===== config.mk =====
export PLATFORM = sky130hd
export DESIGN_NAME = ordered_sequence_store
export DESIGN_NICKNAME = d
export VERILOG_FILES = /design/src/design/oss_pkg.sv /design/src/design/ordered_sequence_store.sv /design/src/design/oss_ctrl.sv /design/src/design/oss_dp.sv
export SDC_FILE = /design/constraint.sdc
export NUM_CORES = 2
export LEC_CHECK = 0
export BUFFER_PORTS_ARGS = -buffer_cell sky130_fd_sc_hd__buf_2
export CAP_MARGIN = 25
export CORE_MARGIN = 3
export CORE_UTILIZATION = 30
export DETAILED_ROUTE_END_ITERATION = 10
export GPL_ROUTABILITY_DRIVEN = 0
export PLACE_DENSITY = 0.45
export SLEW_MARGIN = 30
export SYNTH_ARGS = -nofsm -noshare
export SYNTH_HDL_FRONTEND = slang
export SYNTH_SLANG_ARGS = --single-unit

===== constraint.sdc =====
create_clock -name i_clk -period 14.28 [get_ports i_clk]
set_clock_uncertainty 0.05 [all_clocks]
set_input_delay 2.142 -clock i_clk [delete_from_list [all_inputs] [get_ports i_clk]]
set_output_delay 2.142 -clock i_clk [all_outputs]
set_load 0.02 [all_outputs]

===== src/design/oss_pkg.sv =====
// Package: shared types, constants and codes for the ordered sequence store.
package oss_pkg;
    localparam int Capacity   = 64;
    localparam int IdxW       = $clog2(Capacity);
    localparam int CntW       = $clog2(Capacity + 1);
    localparam int ValueWidth = 32;

    typedef enum logic [2:0] {
        OP_INSERT_AT     = 3'd0,
        OP_INSERT_SORTED = 3'd1,
        OP_ERASE_AT      = 3'd2,
        OP_REMOVE_ALL    = 3'd3,
        OP_READ_AT       = 3'd4,
        OP_WRITE_AT      = 3'd5,
        OP_FIND_FIRST    = 3'd6,
        OP_UNUSED        = 3'd7
    } t_op;

    typedef struct packed {
        logic [2:0]  operation;
        logic [6:0]  position;
        logic [31:0] item_value;
    } t_req;

    typedef struct packed {
        logic        ok;
        logic [31:0] read_value;
        logic [6:0]  found_index;
        logic [6:0]  removed_count;
        logic [6:0]  element_count;
    } t_rsp;

    typedef enum logic [2:0] {
        ST_IDLE,
        ST_SCAN,
        ST_SHIFT_UP,
        ST_SHIFT_DOWN,
        ST_COMPACT,
        ST_PUT,
        ST_DONE
    } t_state;

    // Controller -> datapath commands.
    typedef struct packed {
        logic load;
        logic scan_step;
        logic shift_up_step;
        logic shift_down_step;
        logic compact_step;
        logic put;
        logic finish;
    } t_cmd;

    // Datapath -> controller status.
    typedef struct packed {
        t_op  op;
        logic valid_req;
        logic scan_hit;
        logic scan_end;
        logic shift_end;
    } t_sts;
endpackage


===== src/design/ordered_sequence_store.sv =====
// Top level: bounded ordered list with positional and sorted insert, erase, remove-all, read, write and search.
// A request is taken when i_start is high and o_busy is low; its single result appears
// on o_rsp with o_done high for one cycle and cannot be stalled. A request may walk
// elements by scan, shift or compaction over the element memory, which has one read
// and one write port; no new request is taken until the last one is done.
module ordered_sequence_store (
    input  logic          i_clk,
    input  logic          i_rst_n,
    input  logic          i_start,
    input  oss_pkg::t_req i_req,
    output logic          o_busy,
    output logic          o_done,
    output oss_pkg::t_rsp o_rsp
);
    import oss_pkg::*;

    t_cmd w_cmd;
    t_sts w_sts;

    oss_ctrl u_ctrl (
        .i_clk   (i_clk),
        .i_rst_n (i_rst_n),
        .i_start (i_start),
        .i_sts   (w_sts),
        .o_cmd   (w_cmd),
        .o_busy  (o_busy)
    );

    oss_dp u_dp (
        .i_clk       (i_clk),
        .i_rst_n     (i_rst_n),
        .i_req       (i_req),
        .i_cmd       (w_cmd),
        .o_sts       (w_sts),
        .o_rsp       (o_rsp),
        .o_rsp_valid (o_done)
    );
endmodule


===== src/design/oss_ctrl.sv =====
// Controller: sequences the scan, shift, compact and write phases of a request.
module oss_ctrl (
    input  logic          i_clk,
    input  logic          i_rst_n,
    input  logic          i_start,
    input  oss_pkg::t_sts i_sts,
    output oss_pkg::t_cmd o_cmd,
    output logic          o_busy
);
    import oss_pkg::*;

    t_state r_state, n_state;

    always_ff @(posedge i_clk) begin
        if (!i_rst_n) begin
            r_state <= ST_IDLE;
        end else begin
            r_state <= n_state;
        end
    end

    always_comb begin
        n_state = r_state;
        case (r_state)
            ST_IDLE: begin
                if (i_start) n_state = ST_SCAN;
            end
            ST_SCAN: begin
                if (!i_sts.valid_req) begin
                    n_state = ST_DONE;
                end else begin
                    case (i_sts.op)
                        OP_INSERT_SORTED: begin
                            if (i_sts.scan_hit || i_sts.scan_end) n_state = ST_SHIFT_UP;
                        end
                        OP_FIND_FIRST: begin
                            if (i_sts.scan_hit || i_sts.scan_end) n_state = ST_DONE;
                        end
                        OP_INSERT_AT:  n_state = ST_SHIFT_UP;
                        OP_ERASE_AT:   n_state = ST_SHIFT_DOWN;
                        OP_REMOVE_ALL: n_state = ST_COMPACT;
                        OP_WRITE_AT:   n_state = ST_PUT;
                        default:       n_state = ST_DONE;
                    endcase
                end
            end
            ST_SHIFT_UP: begin
                if (i_sts.shift_end) n_state = ST_PUT;
            end
            ST_SHIFT_DOWN: begin
                if (i_sts.shift_end) n_state = ST_DONE;
            end
            ST_COMPACT: begin
                if (i_sts.scan_end) n_state = ST_DONE;
            end
            ST_PUT:  n_state = ST_DONE;
            ST_DONE: n_state = ST_IDLE;
            default: n_state = ST_IDLE;
        endcase
    end

    always_comb begin
        o_cmd = '0;
        o_busy = (r_state != ST_IDLE);
        case (r_state)
            ST_IDLE:       o_cmd.load = i_start;
            ST_SCAN:       o_cmd.scan_step = 1'b1;
            ST_SHIFT_UP:   o_cmd.shift_up_step = !i_sts.shift_end;
            ST_SHIFT_DOWN: o_cmd.shift_down_step = !i_sts.shift_end;
            ST_COMPACT:    o_cmd.compact_step = !i_sts.scan_end;
            ST_PUT:        o_cmd.put = 1'b1;
            ST_DONE:       o_cmd.finish = 1'b1;
            default:       o_cmd = '0;
        endcase
    end

    a_one_cmd: assert property (@(posedge i_clk) disable iff (!i_rst_n)
        $onehot0(o_cmd)) else $error("multiple commands");
    a_done_idle: assert property (@(posedge i_clk) disable iff (!i_rst_n)
        o_cmd.finish |=> !o_busy) else $error("finish not followed by idle");
    a_load_busy: assert property (@(posedge i_clk) disable iff (!i_rst_n)
        o_cmd.load |=> o_busy) else $error("load without busy");
endmodule


===== src/design/oss_dp.sv =====
// Datapath: element memory, count, walk pointers and result register.
module oss_dp (
    input  logic          i_clk,
    input  logic          i_rst_n,
    input  oss_pkg::t_req i_req,
    input  oss_pkg::t_cmd i_cmd,
    output oss_pkg::t_sts o_sts,
    output oss_pkg::t_rsp o_rsp,
    output logic          o_rsp_valid
);
    import oss_pkg::*;

    logic [ValueWidth-1:0] r_mem [Capacity];

    t_req               r_req;
    logic [CntW-1:0]    r_count;
    logic [CntW-1:0]    r_ptr;       // scan / compact read index
    logic [CntW-1:0]    r_wr;        // compact write index / shift cursor
    logic [CntW-1:0]    r_target;    // insertion, write or erase position; found index for a search
    logic [6:0]         r_removed;
    logic               r_found;
    logic               r_ok;
    logic [ValueWidth-1:0] r_rd;
    logic [ValueWidth-1:0] r_rdata;
    t_rsp               r_rsp;
    logic               r_rsp_valid;

    logic [ValueWidth-1:0] w_val;
    logic [CntW-1:0]       w_pos;
    logic                  w_pos_lt;
    logic                  w_pos_le;
    logic                  w_full;
    logic [ValueWidth-1:0] w_cur;
    logic [IdxW-1:0]       w_raddr;
    t_op                   w_op;

    assign w_op     = t_op'(r_req.operation);
    assign w_val    = r_req.item_value[ValueWidth-1:0];
    assign w_pos    = CntW'(r_req.position);
    assign w_pos_lt = ({1'b0, r_req.position} < (CntW+1)'(r_count));
    assign w_pos_le = ({1'b0, r_req.position} <= (CntW+1)'(r_count));
    assign w_full   = (r_count == CntW'(Capacity));
    assign w_cur    = r_rdata;

    always_comb begin
        o_sts.op        = w_op;
        o_sts.scan_end  = (r_ptr >= r_count);
        o_sts.scan_hit  = 1'b0;
        o_sts.shift_end = 1'b0;
        case (w_op)
            OP_INSERT_SORTED: o_sts.scan_hit = !o_sts.scan_end && (w_cur > w_val);
            OP_FIND_FIRST:    o_sts.scan_hit = !o_sts.scan_end && (w_cur == w_val);
            default:          o_sts.scan_hit = 1'b0;
        endcase
        case (w_op)
            OP_ERASE_AT: o_sts.shift_end = (r_wr + CntW'(1) >= r_count);
            default:     o_sts.shift_end = (r_wr <= r_target);
        endcase
        case (w_op)
            OP_INSERT_AT:     o_sts.valid_req = !w_full && w_pos_le;
            OP_INSERT_SORTED: o_sts.valid_req = !w_full;
            OP_ERASE_AT,
            OP_READ_AT,
            OP_WRITE_AT:      o_sts.valid_req = w_pos_lt;
            OP_REMOVE_ALL,
            OP_FIND_FIRST:    o_sts.valid_req = 1'b1;
            default:          o_sts.valid_req = 1'b0;
        endcase
    end

    // Read address is registered into r_rdata, so it selects the element the next cycle uses.
    always_comb begin
        w_raddr = '0;
        if (i_cmd.load) begin
            if (t_op'(i_req.operation) == OP_READ_AT) w_raddr = i_req.position[IdxW-1:0];
        end else if (i_cmd.scan_step) begin
            case (w_op)
                OP_ERASE_AT:   w_raddr = IdxW'(w_pos + CntW'(1));
                OP_REMOVE_ALL: w_raddr = '0;
                OP_INSERT_SORTED,
                OP_FIND_FIRST: begin
                    if (o_sts.scan_hit || o_sts.scan_end) w_raddr = IdxW'(r_count - CntW'(1));
                    else w_raddr = IdxW'(r_ptr + CntW'(1));
                end
                default:       w_raddr = IdxW'(r_count - CntW'(1));
            endcase
        end else if (i_cmd.shift_up_step) begin
            w_raddr = IdxW'(r_wr - CntW'(2));
        end else if (i_cmd.shift_down_step) begin
            w_raddr = IdxW'(r_wr + CntW'(2));
        end else if (i_cmd.compact_step) begin
            w_raddr = IdxW'(r_ptr + CntW'(1));
        end
    end

    always_ff @(posedge i_clk) begin
        if (i_cmd.shift_up_step || i_cmd.shift_down_step) begin
            r_mem[r_wr[IdxW-1:0]] <= r_rdata;
        end else if (i_cmd.compact_step && (w_cur != w_val)) begin
            r_mem[r_wr[IdxW-1:0]] <= w_cur;
        end else if (i_cmd.put) begin
            r_mem[r_target[IdxW-1:0]] <= w_val;
        end
        r_rdata <= r_mem[w_raddr];
    end

    always_ff @(posedge i_clk) begin
        if (i_cmd.load) begin
            r_req     <= i_req;
            r_ptr     <= '0;
            r_removed <= '0;
            r_found   <= 1'b0;
            r_ok      <= 1'b0;
            r_rd      <= '0;
        end
        if (i_cmd.scan_step) begin
            r_ok <= o_sts.valid_req;
            case (w_op)
                OP_ERASE_AT: begin
                    r_target <= w_pos;
                    r_wr     <= w_pos;
                end
                OP_REMOVE_ALL: begin
                    r_target <= w_pos;
                    r_ptr    <= '0;
                    r_wr     <= '0;
                end
                OP_READ_AT: begin
                    r_target <= w_pos;
                    r_wr     <= r_count;
                    r_rd     <= o_sts.valid_req ? r_rdata : '0;
                end
                OP_INSERT_SORTED,
                OP_FIND_FIRST: begin
                    r_target <= r_ptr;
                    r_wr     <= r_count;
                    r_found  <= o_sts.scan_hit;
                    if (!o_sts.scan_hit && !o_sts.scan_end) r_ptr <= r_ptr + CntW'(1);
                end
                default: begin
                    r_target <= w_pos;
                    r_wr     <= r_count;
                end
            endcase
        end
        if (i_cmd.shift_up_step) r_wr <= r_wr - CntW'(1);
        if (i_cmd.shift_down_step) r_wr <= r_wr + CntW'(1);
        if (i_cmd.compact_step) begin
            r_ptr <= r_ptr + CntW'(1);
            if (w_cur == w_val) r_removed <= r_removed + 7'd1;
            else r_wr <= r_wr + CntW'(1);
        end
    end

    always_ff @(posedge i_clk) begin
        if (!i_rst_n) begin
            r_count     <= '0;
            r_rsp_valid <= 1'b0;
        end else begin
            r_rsp_valid <= i_cmd.finish;
            if (i_cmd.put && (w_op == OP_INSERT_AT || w_op == OP_INSERT_SORTED)) begin
                r_count <= r_count + CntW'(1);
            end
            if (i_cmd.finish && r_ok && w_op == OP_ERASE_AT) r_count <= r_count - CntW'(1);
            if (i_cmd.finish && w_op == OP_REMOVE_ALL) r_count <= r_wr;
        end
    end

    always_ff @(posedge i_clk) begin
        if (i_cmd.finish) begin
            r_rsp.ok            <= r_ok;
            r_rsp.read_value    <= 32'(r_rd);
            r_rsp.found_index   <= (w_op != OP_FIND_FIRST) ? 7'd0 :
                                   (r_found ? 7'(r_target) : 7'h7f);
            r_rsp.removed_count <= r_removed;
            case (w_op)
                OP_ERASE_AT:   r_rsp.element_count <= 7'(r_ok ? r_count - CntW'(1) : r_count);
                OP_REMOVE_ALL: r_rsp.element_count <= 7'(r_wr);
                default:       r_rsp.element_count <= 7'(r_count);
            endcase
        end
    end

    assign o_rsp       = r_rsp;
    assign o_rsp_valid = r_rsp_valid;

    a_count_max: assert property (@(posedge i_clk) disable iff (!i_rst_n)
        r_count <= CntW'(Capacity)) else $error("count overflow");
    a_put_room: assert property (@(posedge i_clk) disable iff (!i_rst_n)
        (i_cmd.put && w_op != OP_WRITE_AT) |-> !w_full) else $error("insert into full list");
    a_rsp_pulse: assert property (@(posedge i_clk) disable iff (!i_rst_n)
        r_rsp_valid |=> !r_rsp_valid) else $error("result held two cycles");
endmodule

Yosys cells after proc, flatten, opt, wreduce, memory -nomap -nowiden
Memories as Yosys holds them, arrays and structs flattened. A register that Yosys moved wholly into a read port is not among the register bits. Index checks and enable logic that the tools add are counted.

$add $sub $neg: 9. Order comparisons: 6. Eq/ne operators: 23. Muxes and demuxes: 70. Bitwise logic cells: 1. Reductions and logical operators: 26.

Operators with widths (count): 32-bit two-way mux (6); 7-bit two-way mux (18); 6-bit two-way mux (8); 7-bit one-hot mux with 2 select lines (3); 3-bit one-hot mux with 6 select lines (2); 32-bit equality test (1); 32-bit > comparator (1); 32-bit inequality test (1); 32-bit OR reduction (1); 7-bit by 1-bit adder with 7-bit output, second input constant (4); 1-bit two-way mux (23); 3-bit equality test, second input constant (7); 3-bit two-way mux (7); 6-bit one-hot mux with 3 select lines (1); 7-bit greater-or-equal comparator (2); 7-bit <= comparator (2); 7-bit by 1-bit subtractor with 7-bit output, second input constant (2); 3-bit by 2-bit equality test with 1-bit output, second input constant (4); 1-bit logical AND (9); 4-bit inequality test, second input constant (2); 7-bit equality test, second input constant (1); 7-bit less-than comparator (1); 6-bit by 1-bit adder with 6-bit output, second input constant (1); 6-bit by 2-bit adder with 6-bit output, second input constant (1); 16 further kinds (27).

Register bits: 169. Memory bits (writable): 2048. Input port bits: 45. Output and inout bits: 56. Word-level logic and storage cells: 154. Memories: 1.

Memory list: u_dp.r_mem (words 64, width 32, rd ports 1, clocked after memory_dff 1, write ports 1, line oss_dp.sv:13) `logic [ValueWidth-1:0] r_mem [Capacity];`.

Depth between registers and ports, before layout
Depth after elaboration: 10. Mapped depth: 20. Depth with buffers taken out: 14.

Modules after synthesis
From an unflattened synthesis, not the netlist that was laid out.

Cells, all modules: 6028. Area total of the unflattened synthesis: 90471.8 sq um.

By module, submodules not included: oss_dp (times used 1, cells an instance 5982, area an instance 90121.4 sq um); oss_ctrl (times used 1, cells an instance 46, area an instance 350.3 sq um).

Worst setup path before layout
OpenSTA, ideal clock, no wires.

Path type: input-to-reg. Start: input port i_start. End: register u_dp.r_rdata[10], read port of u_dp.r_mem. Setup time: 121 ps. Arrival: 5467 ps. Required time: 14109 ps. Path slack: 8643 ps. Cell stages on the path: 12. Cell sequence: nand2_2 inv_1 and3_1 clkbuf_1 a221o_1 nor3_4 buf_6 mux4_2 a221o_1 nor4_2 a22oi_1 mux2_2.

RTL lines: start: declaration (line ordered_sequence_store.sv:9) `input logic i_start,`; end: declaration (line oss_dp.sv:24) `logic [ValueWidth-1:0] r_rdata;`.

Worst setup path in the final report
Start: register u_dp.r_req, in the netlist u_dp.w_val[18]. End: register u_dp.r_rdata[24], read port of u_dp.r_mem.

Cells in the longest elaborated chain, start to end: 8. Elaborated cells between the ends (all ways): 10. Those cells by class: order compare (1); eq/ne (1); mux (5); reduce/logical (3).

RTL lines: start: declaration (line oss_dp.sv:15) `t_req r_req;`; start signal: assignment (line oss_dp.sv:109) `r_req <= i_req;`; 32-bit > comparator / 32-bit equality test (equally long branches) (line oss_dp.sv:51, oss_dp.sv:52); 1-bit logical AND, on equally long branches (line oss_dp.sv:51, oss_dp.sv:52); 1-bit one-hot mux with 2 select lines * (line oss_dp.sv:50) `case (w_op)`; 1-bit logical OR * (line oss_dp.sv:82) `if (o_sts.scan_hit || o_sts.scan_end) w_raddr = IdxW'(r_count - CntW'(1));`; 6-bit two-way mux * (line oss_dp.sv:82); 6-bit one-hot mux with 3 select lines * (line oss_dp.sv:77) `case (w_op)`; 6-bit two-way mux * (line oss_dp.sv:76) `end else if (i_cmd.scan_step) begin`; 6-bit two-way mux * (line oss_dp.sv:74) `if (i_cmd.load) begin`.

Mark *: on every way between the ends. The rest lies on a longest branch, timed or not. A chain may end at the register's enable or synchronous reset.

==> qor.csv <==
stage,metric,value,unit
critical_path,Critical Path AT,8740,ps
sta,fin crit period,8040,ps
critical_path,Reg2Reg Setup Slack,6240,ps
floorplanning,io pins,101,
route,1st-pass router iterations,6,
floorplanning,Die X,556,µm
pwr,internal power,0.0151,W
global_route,initial antenna violation count,21,
global_route,vias in the first global route,49400,
synth,sequential share of the synthesized area,73.5,%
clocking,clk slew on worst S/H paths,60,ps
pwr,Switching Share,39.7,%
layout,most frequent cells in the layout,"2152 x edfxtp_1, 889 x mux2i_1, 685 x nand2_1",
synth,asr flop ratio synth,0,%
synth,"Avg Cell Area, Syn",16.2,µm²
layout,post-route cell area,0.105,mm²
floorplanning,Die H,556,µm
route,Avg WL per Cell,29.0,µm
route,DRC,0,
clocking,CTS root buffer,clkbuf_16,
clocking,clock sinks,2249,
placement,IO Port Bufs,100,
pwr,Sequential Power Share,35.2,%
synth,Synthesized Nets,5725,
layout,Layout Nets,5941,
sta,period utilisation layout,56.3,%
layout,Layout Utilization,34.8,%
pwr,switching pwr,0.00997,W
synth,Synth cell types,85,
placement,post-DP HPWL,167000,µm
clocking,"Setup Fix Bufs, Post-CTS",0,
global_route,first-pass GRT wire length,401000,µm
layout,Layout area overhead,15.5,%
floorplanning,total die area,0.309,mm²
global_route,gr usage total,18.2,%
clocking,cts bufs inserted,237,
clocking,CTS Buffer Depth,4,
sta,unrepaired setup endpoints after global routing,false,
clocking,Max H-tree Level,4,
pwr,worst vdd rail ir drop,0.185,mV
critical_path,Startpoint Class,register,
global_route,largest net degree at the start of global routing,116,
sta,final setup TNS,0,ps
layout,"most common cell after layout, fill and taps aside",edfxtp_1,
route,vias per cell,5.10,
floorplanning,initial core utilization,30.2,%
route,Antenna Nets Post-Route,0,
synth,Yosys reg bits,2249,
pwr,combinational power share,40.9,%
critical_path,critical path class,register to register,
global_route,GRT overflow,0,
synth,Synth Flop Type,edfxtp_1,
placement,Post-DP Area,0.0970,mm²
outcome,status,"complete, no violations",
sta,Final Hold Vio Count,0,
route,DRT iter0 DRCs,5118,
pwr,Power Density,240,mW/mm²
synth,Syn Inst Count,5610,
sta,maximum clock frequency,124,MHz
layout,ratio of cells with drive above 1 in the final layout,15.5,%
route,detailed-route via count,50900,
critical_path,Critical Path Fanout Max,115,
min_path,worst hold path class,register to register,
pwr,Clk pwr share,24.0,%
synth,number of synthesized flops with an enable pin,2152,
run,Max Cap Viol,0,
sta,normalized max-slew margin,26.9,%
sta,Slew Limit Fails,0,
pwr,Leakage Power,34.9,nW
clocking,PostCTS Resize Cnt,0,
clocking,"Hold-fix buffers, CTS",0,
route,final wirelength,290000,µm
sta,setup violators final,0,
critical_path,Critical Path End Type,register,
synth,synth warn,0,
clocking,later-pin clock latency in the skew report,890,ps
critical_path,Worst Path Required,14980,ps
synth,Mapped Area,0.0906,mm²
floorplanning,Core Rows,201,
floorplanning,floorplan core area,0.300,mm²
sta,Worst-Margin Slew,1090,ps
clocking,CTS tree,done,
[cell usage after synthesis (14+ instances only)]
cell,number,share of area [%]
buf_4,60,0.50
nand3_1,118,0.65
ha_1,70,0.97
nand2b_1,14,0.097
o22ai_1,138,0.95
o2111ai_1,32,0.31
mux4_2,63,1.6
mux2_2,65,0.81
a221o_1,32,0.35
a22oi_1,35,0.29
nor4_2,31,0.43
edfxtp_1,2152,71
a22o_1,34,0.33
buf_2,114,0.63
buf_1,19,0.079
xnor2_1,20,0.19
clkbuf_1,103,0.43
o21ai_0,89,0.49
mux2i_1,889,9.8
nor2_1,115,0.48
nor2b_1,14,0.097
buf_6,19,0.24
dfxtp_1,97,2.1
o21ai_1,25,0.14
a21oi_1,252,1.4
inv_1,61,0.25
nor4_1,67,0.46
nand2_1,686,2.8
[worst max-delay path, stage by stage, from the launching register on]
cell and delay (ps):
edfxtp_1 320, inv_1 70, ha_1 310, nand4_1 470
nor4_4 780, nand3_2 210, mux2i_1 210, or2_1 350
a31o_2 310, o21ai_4 530, buf_12 670, buf_4 770
buf_4 880, buf_4 810, mux2i_1 260, mux2i_1 90
o22ai_1 270, nor4_1 70, mux2_2 300
[per-layer routing]
layer | global-route usage, % | up-vias | share of wire (%)
li1 | - | 22200 | -
met1 | 26.1 | 26700 | 46
met2 | 28.8 | 1617 | 46
met3 | 2.72 | 342 | 5.8
met4 | 4.96 | 2 | 2.8
met5 | 0 | - | 0.0045
[area by class of cell]
type                       instances  area [µm²]
fill                           28500      196000
sequential                      2249       66600
multi-input combinational       2985       23200
clock buffer                     316        6490
tap                             3958        4950
timing repair buffer             292        2170
clock inverter                   108         971
inverter                          61         230
antenna                           11        27.5
[worst paths after layout]
kind	start	endpoint	cells past startpoint
max	u_dp.w_val[18]	u_dp.r_rdata[24]	18
min	u_dp.r_rd[17]	u_dp.o_rsp[38]	0
max reg2reg	u_dp.w_val[18]	u_dp.r_rdata[24]	18
min reg2reg	u_dp.r_rd[17]	u_dp.o_rsp[38]	0
[through the flow]
step | total power, W | hold WS (ps) | cells | worst slack, ps
floorplan | 0.0148 | 359 | 5610 | 8640
global placement | 0.0190 | 369 | 9524 | 6180
detailed placement | 0.0193 | 375 | 9541 | 6100
CTS | 0.0253 | 387 | 9965 | 6080
global route | 0.0261 | 398 | 9974 | 5820
finish | 0.0251 | 391 | 9980 | 6240
[sequential cells by signal, summed over array words and instances, names as in the netlist]
| name | flops |
|---|---|
| u_dp.r_mem | 2048 |
| u_dp.o_rsp | 54 |
| u_dp.r_rd | 32 |
| u_dp.r_rdata | 32 |
| u_dp.w_val | 32 |
| u_dp.r_count | 7 |
| u_dp.r_ptr | 7 |
| u_dp.r_removed | 7 |
| u_dp.r_target | 7 |
| u_dp.r_wr | 7 |
| u_dp.w_pos | 7 |
| u_ctrl.r_state | 3 |
| u_dp.w_op | 3 |
| u_dp.o_rsp_valid | 1 |
| u_dp.r_found | 1 |
| u_dp.r_ok | 1 |
[power groups by stage]
stage / logic (W) / registers (W) / clock network (W)
3_5_place_dp: 0.0103 / 0.00897 / 0
5_1_grt: 0.0108 / 0.00884 / 0.00640
2_1_floorplan: 0.00581 / 0.00903 / 0
6_report: 0.0103 / 0.00883 / 0.00602
3_3_place_gp: 0.0100 / 0.00897 / 0
4_1_cts: 0.0103 / 0.00883 / 0.00615
[cell families (layout without fill, tap and decap cells)]
| family | Yosys count | in the layout | synth area share, % |
|---|---|---|---|
| AO/OA/AOI/OAI | 735 | 735 | 5.22 |
| XOR/XNOR | 31 | 31 | 0.300 |
| adder cells (fa/ha/maj) | 70 | 70 | 0.967 |
| buffers and inverters | 376 | 777 | 2.12 |
| flip-flops | 2249 | 2249 | 73.5 |
| multiplexers | 1017 | 1017 | 12.2 |
| other | 0 | 11 | 0 |
| AND/OR/NAND/NOR | 1132 | 1132 | 5.74 |
No activity file was read; power rests on OpenSTA's default activity.
